$ cat config.mk
export PLATFORM = sky130hd
export DESIGN_NAME = http_chunked_body_decoder_top
export DESIGN_NICKNAME = d
export VERILOG_FILES = /design/src/design/hcbd_pkg.sv /design/src/design/http_chunked_body_decoder_top.sv
export VERILOG_INCLUDE_DIRS = /design/src /design/src/design
export SDC_FILE = /design/constraint.sdc
export NUM_CORES = 1
export LEC_CHECK = 0
export ABC_AREA = 0
export ABC_CLOCK_PERIOD_IN_PS = 4400
export BUFFER_PORTS_ARGS = -buffer_cell sky130_fd_sc_hd__buf_2
export CAP_MARGIN = 20
export CORE_MARGIN = 5
export CORE_UTILIZATION = 55
export DETAILED_ROUTE_END_ITERATION = 6
export PLACE_DENSITY = 0.81
export SLEW_MARGIN = 5
export SYNTH_ARGS = -nofsm -noshare
export SYNTH_HDL_FRONTEND = slang
export SYNTH_SLANG_ARGS = --single-unit
$ cat constraint.sdc
create_clock -name clk -period 4.4 [get_ports clk]
set_clock_uncertainty 0.1 [all_clocks]
set_input_delay 1.1 -clock clk [delete_from_list [all_inputs] [get_ports clk]]
set_output_delay 1.1 -clock clk [all_outputs]
set_load 0.03 [all_outputs]
$ cat src/design/http_chunked_body_decoder_top_assert.svh
// Assertion helpers for the chunked body decoder.
// Each macro expects clk and rst_n in scope.
`ifndef HTTP_CHUNKED_BODY_DECODER_TOP_ASSERT_SVH
`define HTTP_CHUNKED_BODY_DECODER_TOP_ASSERT_SVH

// Same-cycle implication.
`define HCBD_ASSERT_NOW(lbl, ante, cons) \
    lbl: assert property (@(posedge clk) disable iff (!rst_n) (ante) |-> (cons)) \
        else $error("hcbd assertion failed");

// Next-cycle implication.
`define HCBD_ASSERT_NEXT(lbl, ante, cons) \
    lbl: assert property (@(posedge clk) disable iff (!rst_n) (ante) |=> (cons)) \
        else $error("hcbd assertion failed");

`endif

$ cat src/design/hcbd_pkg.sv
package hcbd_pkg;

    // Input commands
    localparam logic [1:0] CMD_DATA    = 2'd0;
    localparam logic [1:0] CMD_RESTART = 2'd1;
    localparam logic [1:0] CMD_CLOSE   = 2'd2;
    localparam logic [1:0] CMD_UNUSED  = 2'd3;

    // Result kinds
    localparam logic [1:0] KIND_BYTE = 2'd0;
    localparam logic [1:0] KIND_DONE = 2'd1;
    localparam logic [1:0] KIND_ERR  = 2'd2;

    localparam logic [7:0] CH_CR = 8'h0D;
    localparam logic [7:0] CH_LF = 8'h0A;

    typedef struct packed {
        logic       ok;
        logic [3:0] value;
    } hex_digit_t;

    // Decode one ASCII hex digit; ok is low for anything else.
    function automatic hex_digit_t hex_decode(input logic [7:0] c);
        hex_digit_t d;
        d.ok    = 1'b1;
        d.value = 4'd0;
        if (c inside {[8'h30:8'h39]})
        begin
            d.value = 4'(c - 8'h30);
        end
        else if (c inside {[8'h61:8'h66]})
        begin
            d.value = 4'(c - 8'h57);
        end
        else if (c inside {[8'h41:8'h46]})
        begin
            d.value = 4'(c - 8'h37);
        end
        else
        begin
            d.ok = 1'b0;
        end
        return d;
    endfunction

endpackage

$ cat src/design/http_chunked_body_decoder_top.sv
// Channel  | Signals                              | Direction | Word
// ---------+--------------------------------------+-----------+---------------------------
// item     | item_valid, item_stall, cmd,         | in        | one body byte or a command
//          | data_byte                            |           |
// result   | result_valid, result_stall, kind,    | out       | payload byte, done or error
//          | payload_byte                         |           |
//
// One word per cycle sustained while the result is not stalled.
// A word waits in the input register, then the phase logic updates state and loads the
// result register at the same edge; result_valid rises when that edge loads a result.
// rst_n clears the phase, counters and both valid flags asynchronously.
// A stalled result holds a waiting input word; item_stall then rises in the same cycle.
module http_chunked_body_decoder_top
    import hcbd_pkg::*;
#(
    parameter int SIZE_BITS = 32
)
(
    input  logic       clk,
    input  logic       rst_n,
    input  logic       item_valid,
    output logic       item_stall,
    input  logic [1:0] cmd,
    input  logic [7:0] data_byte,
    output logic       result_valid,
    input  logic       result_stall,
    output logic [1:0] kind,
    output logic [7:0] payload_byte
);

    typedef enum logic [2:0] {
        PH_FIRST,   // expect first size digit
        PH_SIZE,    // more size digits or CR
        PH_LF,      // LF after the size line
        PH_DATA,    // payload bytes
        PH_TCR,     // CR after the payload
        PH_TLF,     // LF after the payload
        PH_DONE,
        PH_ERR
    } phase_t;

    // Input register
    logic                 in_valid_reg;
    logic [1:0]           cmd_reg;
    logic [7:0]           byte_reg;

    // Decoder state
    phase_t               phase_reg, phase_next;
    logic [SIZE_BITS-1:0] size_accum_reg, size_accum_next;
    logic [SIZE_BITS-1:0] bytes_left_reg, bytes_left_next;

    // Result register
    logic                 out_valid_reg;
    logic [1:0]           kind_reg;
    logic [7:0]           payload_reg;

    logic                 advance;
    logic                 res_valid;
    logic [1:0]           res_kind;
    logic [7:0]           res_byte;
    hex_digit_t           digit;
    logic                 size_full;
    logic [SIZE_BITS-1:0] size_shifted;
    logic [SIZE_BITS-1:0] bytes_dec;

    // Move the input word forward whenever the result register is free or drains.
    assign advance    = !out_valid_reg || !result_stall;
    assign item_stall = in_valid_reg && !advance;

    assign digit        = hex_decode(byte_reg);
    // Another digit would push the size past SIZE_BITS when the top nibble is in use.
    assign size_full    = (size_accum_reg[SIZE_BITS-1 -: 4] != 4'd0);
    assign size_shifted = {size_accum_reg[SIZE_BITS-5:0], digit.value};
    assign bytes_dec    = bytes_left_reg - SIZE_BITS'(1);

    always_comb
    begin
        phase_next      = phase_reg;
        size_accum_next = size_accum_reg;
        bytes_left_next = bytes_left_reg;
        res_valid       = 1'b0;
        res_kind        = KIND_BYTE;
        res_byte        = 8'd0;

        case (cmd_reg)
            CMD_RESTART:
            begin
                phase_next      = PH_FIRST;
                size_accum_next = '0;
                bytes_left_next = '0;
            end
            CMD_CLOSE:
            begin
                if (phase_reg == PH_FIRST)
                begin
                    // Closing between chunks ends the body cleanly.
                    phase_next = PH_DONE;
                    res_valid  = 1'b1;
                    res_kind   = KIND_DONE;
                end
                else if (phase_reg != PH_DONE && phase_reg != PH_ERR)
                begin
                    phase_next = PH_ERR;
                    res_valid  = 1'b1;
                    res_kind   = KIND_ERR;
                end
            end
            CMD_DATA:
            begin
                case (phase_reg)
                    PH_FIRST:
                    begin
                        if (digit.ok)
                        begin
                            size_accum_next = SIZE_BITS'(digit.value);
                            phase_next      = PH_SIZE;
                        end
                        else
                        begin
                            phase_next = PH_ERR;
                            res_valid  = 1'b1;
                            res_kind   = KIND_ERR;
                        end
                    end
                    PH_SIZE:
                    begin
                        if (byte_reg == CH_CR)
                        begin
                            if (size_accum_reg == '0)
                            begin
                                phase_next = PH_DONE;
                                res_valid  = 1'b1;
                                res_kind   = KIND_DONE;
                            end
                            else
                            begin
                                phase_next = PH_LF;
                            end
                        end
                        else if (digit.ok && !size_full)
                        begin
                            size_accum_next = size_shifted;
                        end
                        else
                        begin
                            // Extension, stray byte or size overflow
                            phase_next = PH_ERR;
                            res_valid  = 1'b1;
                            res_kind   = KIND_ERR;
                        end
                    end
                    PH_LF:
                    begin
                        if (byte_reg == CH_LF)
                        begin
                            bytes_left_next = size_accum_reg;
                            phase_next      = PH_DATA;
                        end
                        else
                        begin
                            phase_next = PH_ERR;
                            res_valid  = 1'b1;
                            res_kind   = KIND_ERR;
                        end
                    end
                    PH_DATA:
                    begin
                        bytes_left_next = bytes_dec;
                        if (bytes_dec == '0)
                        begin
                            phase_next = PH_TCR;
                        end
                        res_valid = 1'b1;
                        res_kind  = KIND_BYTE;
                        res_byte  = byte_reg;
                    end
                    PH_TCR:
                    begin
                        if (byte_reg == CH_CR)
                        begin
                            phase_next = PH_TLF;
                        end
                        else
                        begin
                            phase_next = PH_ERR;
                            res_valid  = 1'b1;
                            res_kind   = KIND_ERR;
                        end
                    end
                    PH_TLF:
                    begin
                        if (byte_reg == CH_LF)
                        begin
                            size_accum_next = '0;
                            phase_next      = PH_FIRST;
                        end
                        else
                        begin
                            phase_next = PH_ERR;
                            res_valid  = 1'b1;
                            res_kind   = KIND_ERR;
                        end
                    end
                    default:
                    begin
                        // Done or error: drop the byte
                    end
                endcase
            end
            default:
            begin
                // Unused command: drop it
            end
        endcase
    end

    // Input register: payload only needs loading on accept.
    always_ff @(posedge clk or negedge rst_n)
    begin
        if (!rst_n)
        begin
            in_valid_reg <= 1'b0;
        end
        else if (!item_stall)
        begin
            in_valid_reg <= item_valid;
        end
    end

    always_ff @(posedge clk)
    begin
        if (item_valid && !item_stall)
        begin
            cmd_reg  <= cmd;
            byte_reg <= data_byte;
        end
    end

    // Decoder state and result register
    always_ff @(posedge clk or negedge rst_n)
    begin
        if (!rst_n)
        begin
            phase_reg      <= PH_FIRST;
            size_accum_reg <= '0;
            bytes_left_reg <= '0;
            out_valid_reg  <= 1'b0;
            kind_reg       <= KIND_BYTE;
            payload_reg    <= 8'd0;
        end
        else if (advance)
        begin
            out_valid_reg <= in_valid_reg && res_valid;
            if (in_valid_reg)
            begin
                phase_reg      <= phase_next;
                size_accum_reg <= size_accum_next;
                bytes_left_reg <= bytes_left_next;
                if (res_valid)
                begin
                    kind_reg    <= res_kind;
                    payload_reg <= res_byte;
                end
            end
        end
    end

    assign result_valid = out_valid_reg;
    assign kind         = kind_reg;
    assign payload_byte = payload_reg;

`include "http_chunked_body_decoder_top_assert.svh"

    `HCBD_ASSERT_NOW(a_done_phase, out_valid_reg && kind_reg == KIND_DONE, phase_reg == PH_DONE)
    `HCBD_ASSERT_NOW(a_err_phase, out_valid_reg && kind_reg == KIND_ERR, phase_reg == PH_ERR)
    `HCBD_ASSERT_NOW(a_byte_phase, out_valid_reg && kind_reg == KIND_BYTE,
        phase_reg == PH_DATA || phase_reg == PH_TCR)
    `HCBD_ASSERT_NEXT(a_hold_state, out_valid_reg && result_stall, $stable(phase_reg))

endmodule
==> flow_summary_export.csv, run 1 <==
group,metric,value,unit
outcome,status,"completed",
place,gp_congestion,1.01,
worst_setup_path,r2r_start,"bytes_left_reg[0]",
die,num_rows,36,
place,dpl.hpwl,10400,um
worst_setup_path,crit_arrival,3.62,ns
sta,min_period_over_period,78.7,%
yosys,synth_enable_flop_cells,10,
clocking,cts_root_buf,"clkbuf_8",
routing,met3RoutedLength,1050,um
clocking,cts_sinks,89,
worst_setup_path,r2r_cells,9,
sta,hold_viol_final,0,
worst_hold_path,min_to,"payload_byte[5]",
routing,first_pass_iters,5,
place,io_buffers,25,
clocking,clkLatencyLatePin,0.37,ns
cells_and_area,nFillCells,869,
yosys,synth.avg_cell_area,8.53,um2
grt,grt_max_degree,80,
yosys,ys_ff_latch,89,
routing,vias,4867,
clocking,cts_buffer_depth,2,
sta,period_needed,3.46,ns
sta,worst-slew-pin-transition,0.815,ns
cells_and_area,layout-drive-gt1-share,10.7,%
die,start_util,55.6,%
worst_setup_path,cp-end-kind,"flop",
worst_setup_path,critPathRequiredTime,4.56,ns
yosys,synth_top_family_by_area,"simple AND/OR/NAND/NOR gates",
cells_and_area,multi_input_area,2800,um2
grt,grt_pass1_vias,4478,
sta,maxSlewHeadroom,45.5,%
yosys,synthCells,625,
yosys,yosys.area_share.adder,1.41,%
cells_and_area,fin_nets,653,
worst_setup_path,crit_type,"reg2reg",
yosys,asyncSetResetFlopFracSynth,88.8,%
yosys,synth-simple-area-share,25.8,%
yosys,yosysUniqueCellTypes,72,
yosys,synth_compound_area_share,20.7,%
die,die_h,108,um
grt,grt_overflow,0,
sta,clock.fmax,0.289,GHz
power,power_density,775,nW/um2
worst_setup_path,reg2reg_to,"phase_reg[0]",
yosys,synth_nets,645,
die,die_w,108,um
cells_and_area,final_core_util,60.0,%
cells_and_area,area_growth,7.96,%
worst_hold_path,min_path_type,"reg2reg",
worst_setup_path,critPathLaunchType,"flop",
cells_and_area,final_cell_mix,"nand2_1 (110), o21ai_0 (81), dfrtp_1 (79)",
routing,routed_via_density,6.31,
routing,ant_nets,0,
cells_and_area,layout_commonest_cell,"nand2_1",
power,ir_drop,383,uV
grt,grt_pass1_wl,23400,um
run,maxCapViolCount,0,
clocking,htreeDepth,3,
die,coreArea,9590,um2
yosys,yosys_warnings,0,
routing,dr.max_layer_used,"met4",
yosys,synthFlopType,"dfrtp_1",
clocking,clkTransAtPathRegs,0.09,ns
clocking,cts_tree,"built",
routing,routedWlPerCell,18.7,um
yosys,yosysSeqAreaShare,42.7,%
sta,rsz0062_at_grt,"no",
routing,wirelength_met1,6420,um
grt,track_usage,25.5,%
routing,drc_errors,0,
sta,fin_setup_tns,0,ns
worst_setup_path,critPathMaxFanout,8,
die,io_pins,26,
place,placed_cell_area,5520,um2
clocking,cts_hold_buf,0,
sta,setup_violations,0,
sta,slew_violations,0,
grt,antenna_found_initial,0,
yosys,synthXorXnorAreaFrac,1.31,%
yosys,synth_area,5330,um2
worst_hold_path,hold_depth,2,
clocking,post_cts_resized,0,
routing,drt_iter0_drc,508,
power,power_leakage,2.34,nW
clocking,cts-buffers-inserted,9,
cells_and_area,seq_area,2280,um2
cells_and_area,fin_area,5760,um2
clocking,postCtsSetupBuffers,0,
routing,wl_met2,6650,um
worst_setup_path,reg2reg_slack,0.94,ns
worst_hold_path,hp-start,"payload_byte[5]",
yosys,synthMuxAreaShare,3.03,%
cells_and_area,diodes,0,
die,die-area,11800,um2
routing,drt-total-wl,14400,um
[synthesized netlist by cell type (all sizes together), types with 4 or more instances]
master   count  area [um2]
a21oi       30         150
a22o         4        35.0
a22oi        5        37.5
a31oi        5        31.3
clkbuf      34         148
dfrtp       79        1980
edfxtp      10         300
ha           6        75.1
inv         23        86.3
mux2i       15         150
nand2      110         413
nand2b       4        25.0
nand3       12        60.1
nand4        8        65.1
nor2        47         176
nor3        19         105
nor4        23         159
nor4b        6        82.6
o2111ai      4        35.0
o21ai       84         420
o22ai        4        25.0
o31ai        9        67.6
or3          7        56.3
or4          7        56.3
xnor2        6        52.6
[power breakdown]
group	internal, mW	switching [mW]	total, mW	leakage [nW]
clock	0.321	0.299	0.620	0.104
combinational	0.955	1.63	2.59	1.05
sequential	0.973	0.276	1.25	1.18
[stage by stage]
step                worst slack [ns]  hold slack, ns  total power [mW]  std cells
finish                         0.938           0.425              4.46        771
global route                   0.708           0.448              4.76        771
CTS                            0.972           0.422              4.40        770
detailed placement             0.977           0.407              3.79        754
global placement                1.07           0.400              3.77        754
floorplan                       1.28           0.367              3.27        625
[critical path, stage by stage (launching register included)]
cell,delay (ns)
dfrtp_1,0.45
inv_1,0.10
ha_1,0.27
nor4b_4,0.41
nand4_1,0.18
or4b_1,0.52
a211oi_1,0.28
o2bb2ai_1,0.11
or4_1,0.57
a221o_1,0.36
[worst max-delay path by stage]
| stage | depth (start not counted) | slack, ns | to | start |
|---|---|---|---|---|
| 2_1_floorplan | 9 | 1.28 | phase_reg[0] | bytes_left_reg[0] |
| 3_3_place_gp | 9 | 1.07 | phase_reg[0] | bytes_left_reg[0] |
| 3_5_place_dp | 9 | 0.98 | phase_reg[0] | bytes_left_reg[0] |
| 4_1_cts | 9 | 0.97 | phase_reg[0] | bytes_left_reg[0] |
| 5_1_grt | 9 | 0.71 | phase_reg[0] | bytes_left_reg[0] |
| 6_report | 9 | 0.94 | phase_reg[0] | bytes_left_reg[0] |
[layer usage]
metal / vias up / global-route usage [%]
met5: - / 0
met4: 0 / 8.93
met3: 28 / 5.49
met2: 208 / 38.1
met1: 2333 / 36.7
li1: 2298 / -
[final cells by class]
type                    instances  area share (%)
clock buffers                  11            2.28
clock inverters                 5            1.41
inverters                      23            1.50
multi-input cells             476            48.6
flip-flops and latches         89            39.6
well taps                     133            2.89
repair buffers                 34            3.74
[kinds of logic after synthesis]
group | count (synthesis)
compound gates | 180
xor+xnor | 8
fa+ha+maj | 6
buf+inv | 60
flops | 89
mux | 16
simple gates | 266
(Power assumes the default switching activity.)
==> inputs of run 2 (changes only) <==
--- a/config.mk
+++ b/config.mk
@@ -7,7 +7,7 @@
 export NUM_CORES = 1
 export LEC_CHECK = 0
 export ABC_AREA = 0
-export ABC_CLOCK_PERIOD_IN_PS = 4400
+export ABC_CLOCK_PERIOD_IN_PS = 3200
 export BUFFER_PORTS_ARGS = -buffer_cell sky130_fd_sc_hd__buf_2
 export CAP_MARGIN = 20
 export CORE_MARGIN = 5
==> constraint.sdc (replaced) <==
create_clock -name clk -period 3.2 [get_ports clk]
set_clock_uncertainty 0.1 [all_clocks]
set_input_delay 0.8 -clock clk [delete_from_list [all_inputs] [get_ports clk]]
set_output_delay 0.8 -clock clk [all_outputs]
set_load 0.03 [all_outputs]
==> run 2 against run 1 <==
Setup slack got worse by 0.84 ns. Hold slack got worse by 0.12 ns. Cell area increased by 6.0%. Non-clock buffer count up 42. Sequential power grew 30%. Maximum frequency increased by 12%. Critical path type unchanged. Global-route usage is 2.1 points higher. First-iteration DRC count down 0.79%. Via count increased by 5.2%. Highest routed layer unchanged. Total power grew 56%.
==> flow_summary_export.csv, run 2 (same netlist as run 1, synthesis figures left out) <==
group,metric,value,unit
sta,hold_viol_final,0,
clocking,clkTransAtPathRegs,0.09,ns
place,gp_congestion,0.997,
die,io_pins,26,
grt,grt_overflow,0,
die,die_h,108,um
power,power_leakage,2.56,nW
sta,min_period_over_period,97.0,%
clocking,htreeDepth,3,
routing,vias,5121,
outcome,status,"completed",
power,finalPower,6.94,mW
place,dpl.cell_count,792,
grt,antenna_found_initial,0,
worst_setup_path,crit_type,"reg2reg",
worst_setup_path,cp-end-kind,"flop",
cells_and_area,area_growth,14.4,%
sta,worst-slew-pin-transition,0.583,ns
sta,setup_violations,0,
die,coreArea,9590,um2
clocking,cts_hold_buf,0,
sta,fin_setup_tns,0,ns
cells_and_area,fin_nets,695,
routing,wl_met2,7100,um
die,num_rows,36,
die,die-area,11800,um2
power,comb_power_share,65.2,%
sta,clock.fmax,0.322,GHz
cells_and_area,layout_commonest_cell,"nand2_1",
cells_and_area,nFillCells,819,
routing,met3RoutedLength,1440,um
grt,grt_pass1_wl,25200,um
power,ir_drop,631,uV
clocking,cts_sinks,89,
sta,maxSlewHeadroom,61.0,%
power,pwr-share-clk,11.3,%
cells_and_area,diodes,0,
routing,ant_nets,0,
routing,dr.max_layer_used,"met4",
cells_and_area,final_cell_mix,"nand2_1 (110), o21ai_0 (81), dfrtp_1 (77)",
routing,drt_iter0_drc,504,
grt,track_usage,27.7,%
die,start_util,55.6,%
routing,drc_errors,0,
grt,grt_max_degree,48,
worst_setup_path,critPathMaxFanout,7,
routing,wirelength_met1,6670,um
worst_setup_path,worst_path_largest_cell_delay,0.55,ns
power,intPower,3.58,mW
cells_and_area,final_cells,813,
clocking,cts_tree,"built",
power,power_density,1140,nW/um2
sta,period_needed,3.10,ns
routing,routed_via_density,6.30,
run,maxCapViolCount,0,
worst_hold_path,min_path_type,"in2async",
place,io_buffers,25,
routing,drt-total-wl,15600,um
place,dpl.hpwl,11200,um
clocking,clkLatencyLatePin,0.37,ns
worst_setup_path,crit_arrival,3.26,ns
power,p_seq_share,23.5,%
cells_and_area,layout-drive-gt1-share,17.8,%
worst_setup_path,path_cells,"nor4_4, nand4_1, or4b_4, a211oi_2, o2bb2ai_1, or4_4, a221o_1",
clocking,cts-buffers-inserted,9,
routing,first_pass_iters,5,
power,power_switching,3.36,mW
routing,routedWlPerCell,19.2,um
worst_setup_path,critPathRequiredTime,3.36,ns
die,die_w,108,um
clocking,cts_buffer_depth,2,
clocking,cts_root_buf,"clkbuf_8",
power,switching_share,48.4,%
sta,slew_violations,0,
grt,grt_pass1_vias,4841,
worst_setup_path,reg2reg_slack,0.1,ns
worst_setup_path,crit_slowest_cell,"or4_4",
worst_setup_path,critPathLaunchType,"flop",
==> run 2: final timing paths <==
kind,start,to,depth (start not counted)
worst max-delay path,bytes_left_reg[8],phase_reg[0],7
worst min-delay path,rst_n,bytes_left_reg[25],1
worst max register to register,bytes_left_reg[8],phase_reg[0],7
worst min register to register,payload_byte[6],payload_byte[6],2
max in group asynchronous,rst_n,bytes_left_reg[3],2
min in group clk,payload_byte[6],payload_byte[6],2
==> run 2: power groups by stage <==
stage / logic (mW) / clock network [mW] / registers [mW]
floorplan: 2.90 / 0 / 1.60
global placement: 4.21 / 0 / 1.62
detailed placement: 4.23 / 0 / 1.63
CTS: 4.25 / 0.798 / 1.61
global route: 4.89 / 0.849 / 1.66
finish: 4.52 / 0.785 / 1.63
==> run 2: what timing repair did <==
action                                  CTS  global route
endpoints found under the setup margin    0             1
gates resized for setup                   0            12
buffers inserted                          0             5
==> run 2: critical path, delay by kind of cell, from the launching register on <==
kind,cells,cell delay (ns)
simple gates,4,1.80
compound gates,3,0.67
flops,1,0.43
==> run 2: through the flow <==
stage | util [%] | area (um2) | hold slack [ns] | setup WS (ns)
2_1_floorplan | - | 5330 | 0.367 | 0.0796
3_3_place_gp | 60.7 | 5830 | 0.397 | 0.143
3_5_place_dp | 60.7 | 5830 | 0.401 | 0.0756
4_1_cts | 62.7 | 6020 | 0.309 | 0.0665
5_1_grt | 63.6 | 6100 | 0.338 | -0.0109
6_report | 63.6 | 6100 | 0.304 | 0.0970
==> run 2: per-layer routing <==
layer,track usage [%],vias to the layer above
li1,-,2384
met1,39.6,2421
met2,41.9,280
met3,4.54,36
met4,10.9,0
met5,0,-
==> run 2: area by class of cell <==
class	count	area (um2)	area share (%)
sequential	89	2280	37.4
timing repair buffer	76	536	8.78
inverter	23	86.3	1.42
clock buffer	9	124	2.03
clock inverter	7	70.1	1.15
tap	133	166	2.73
multi-input combinational	476	2840	46.5
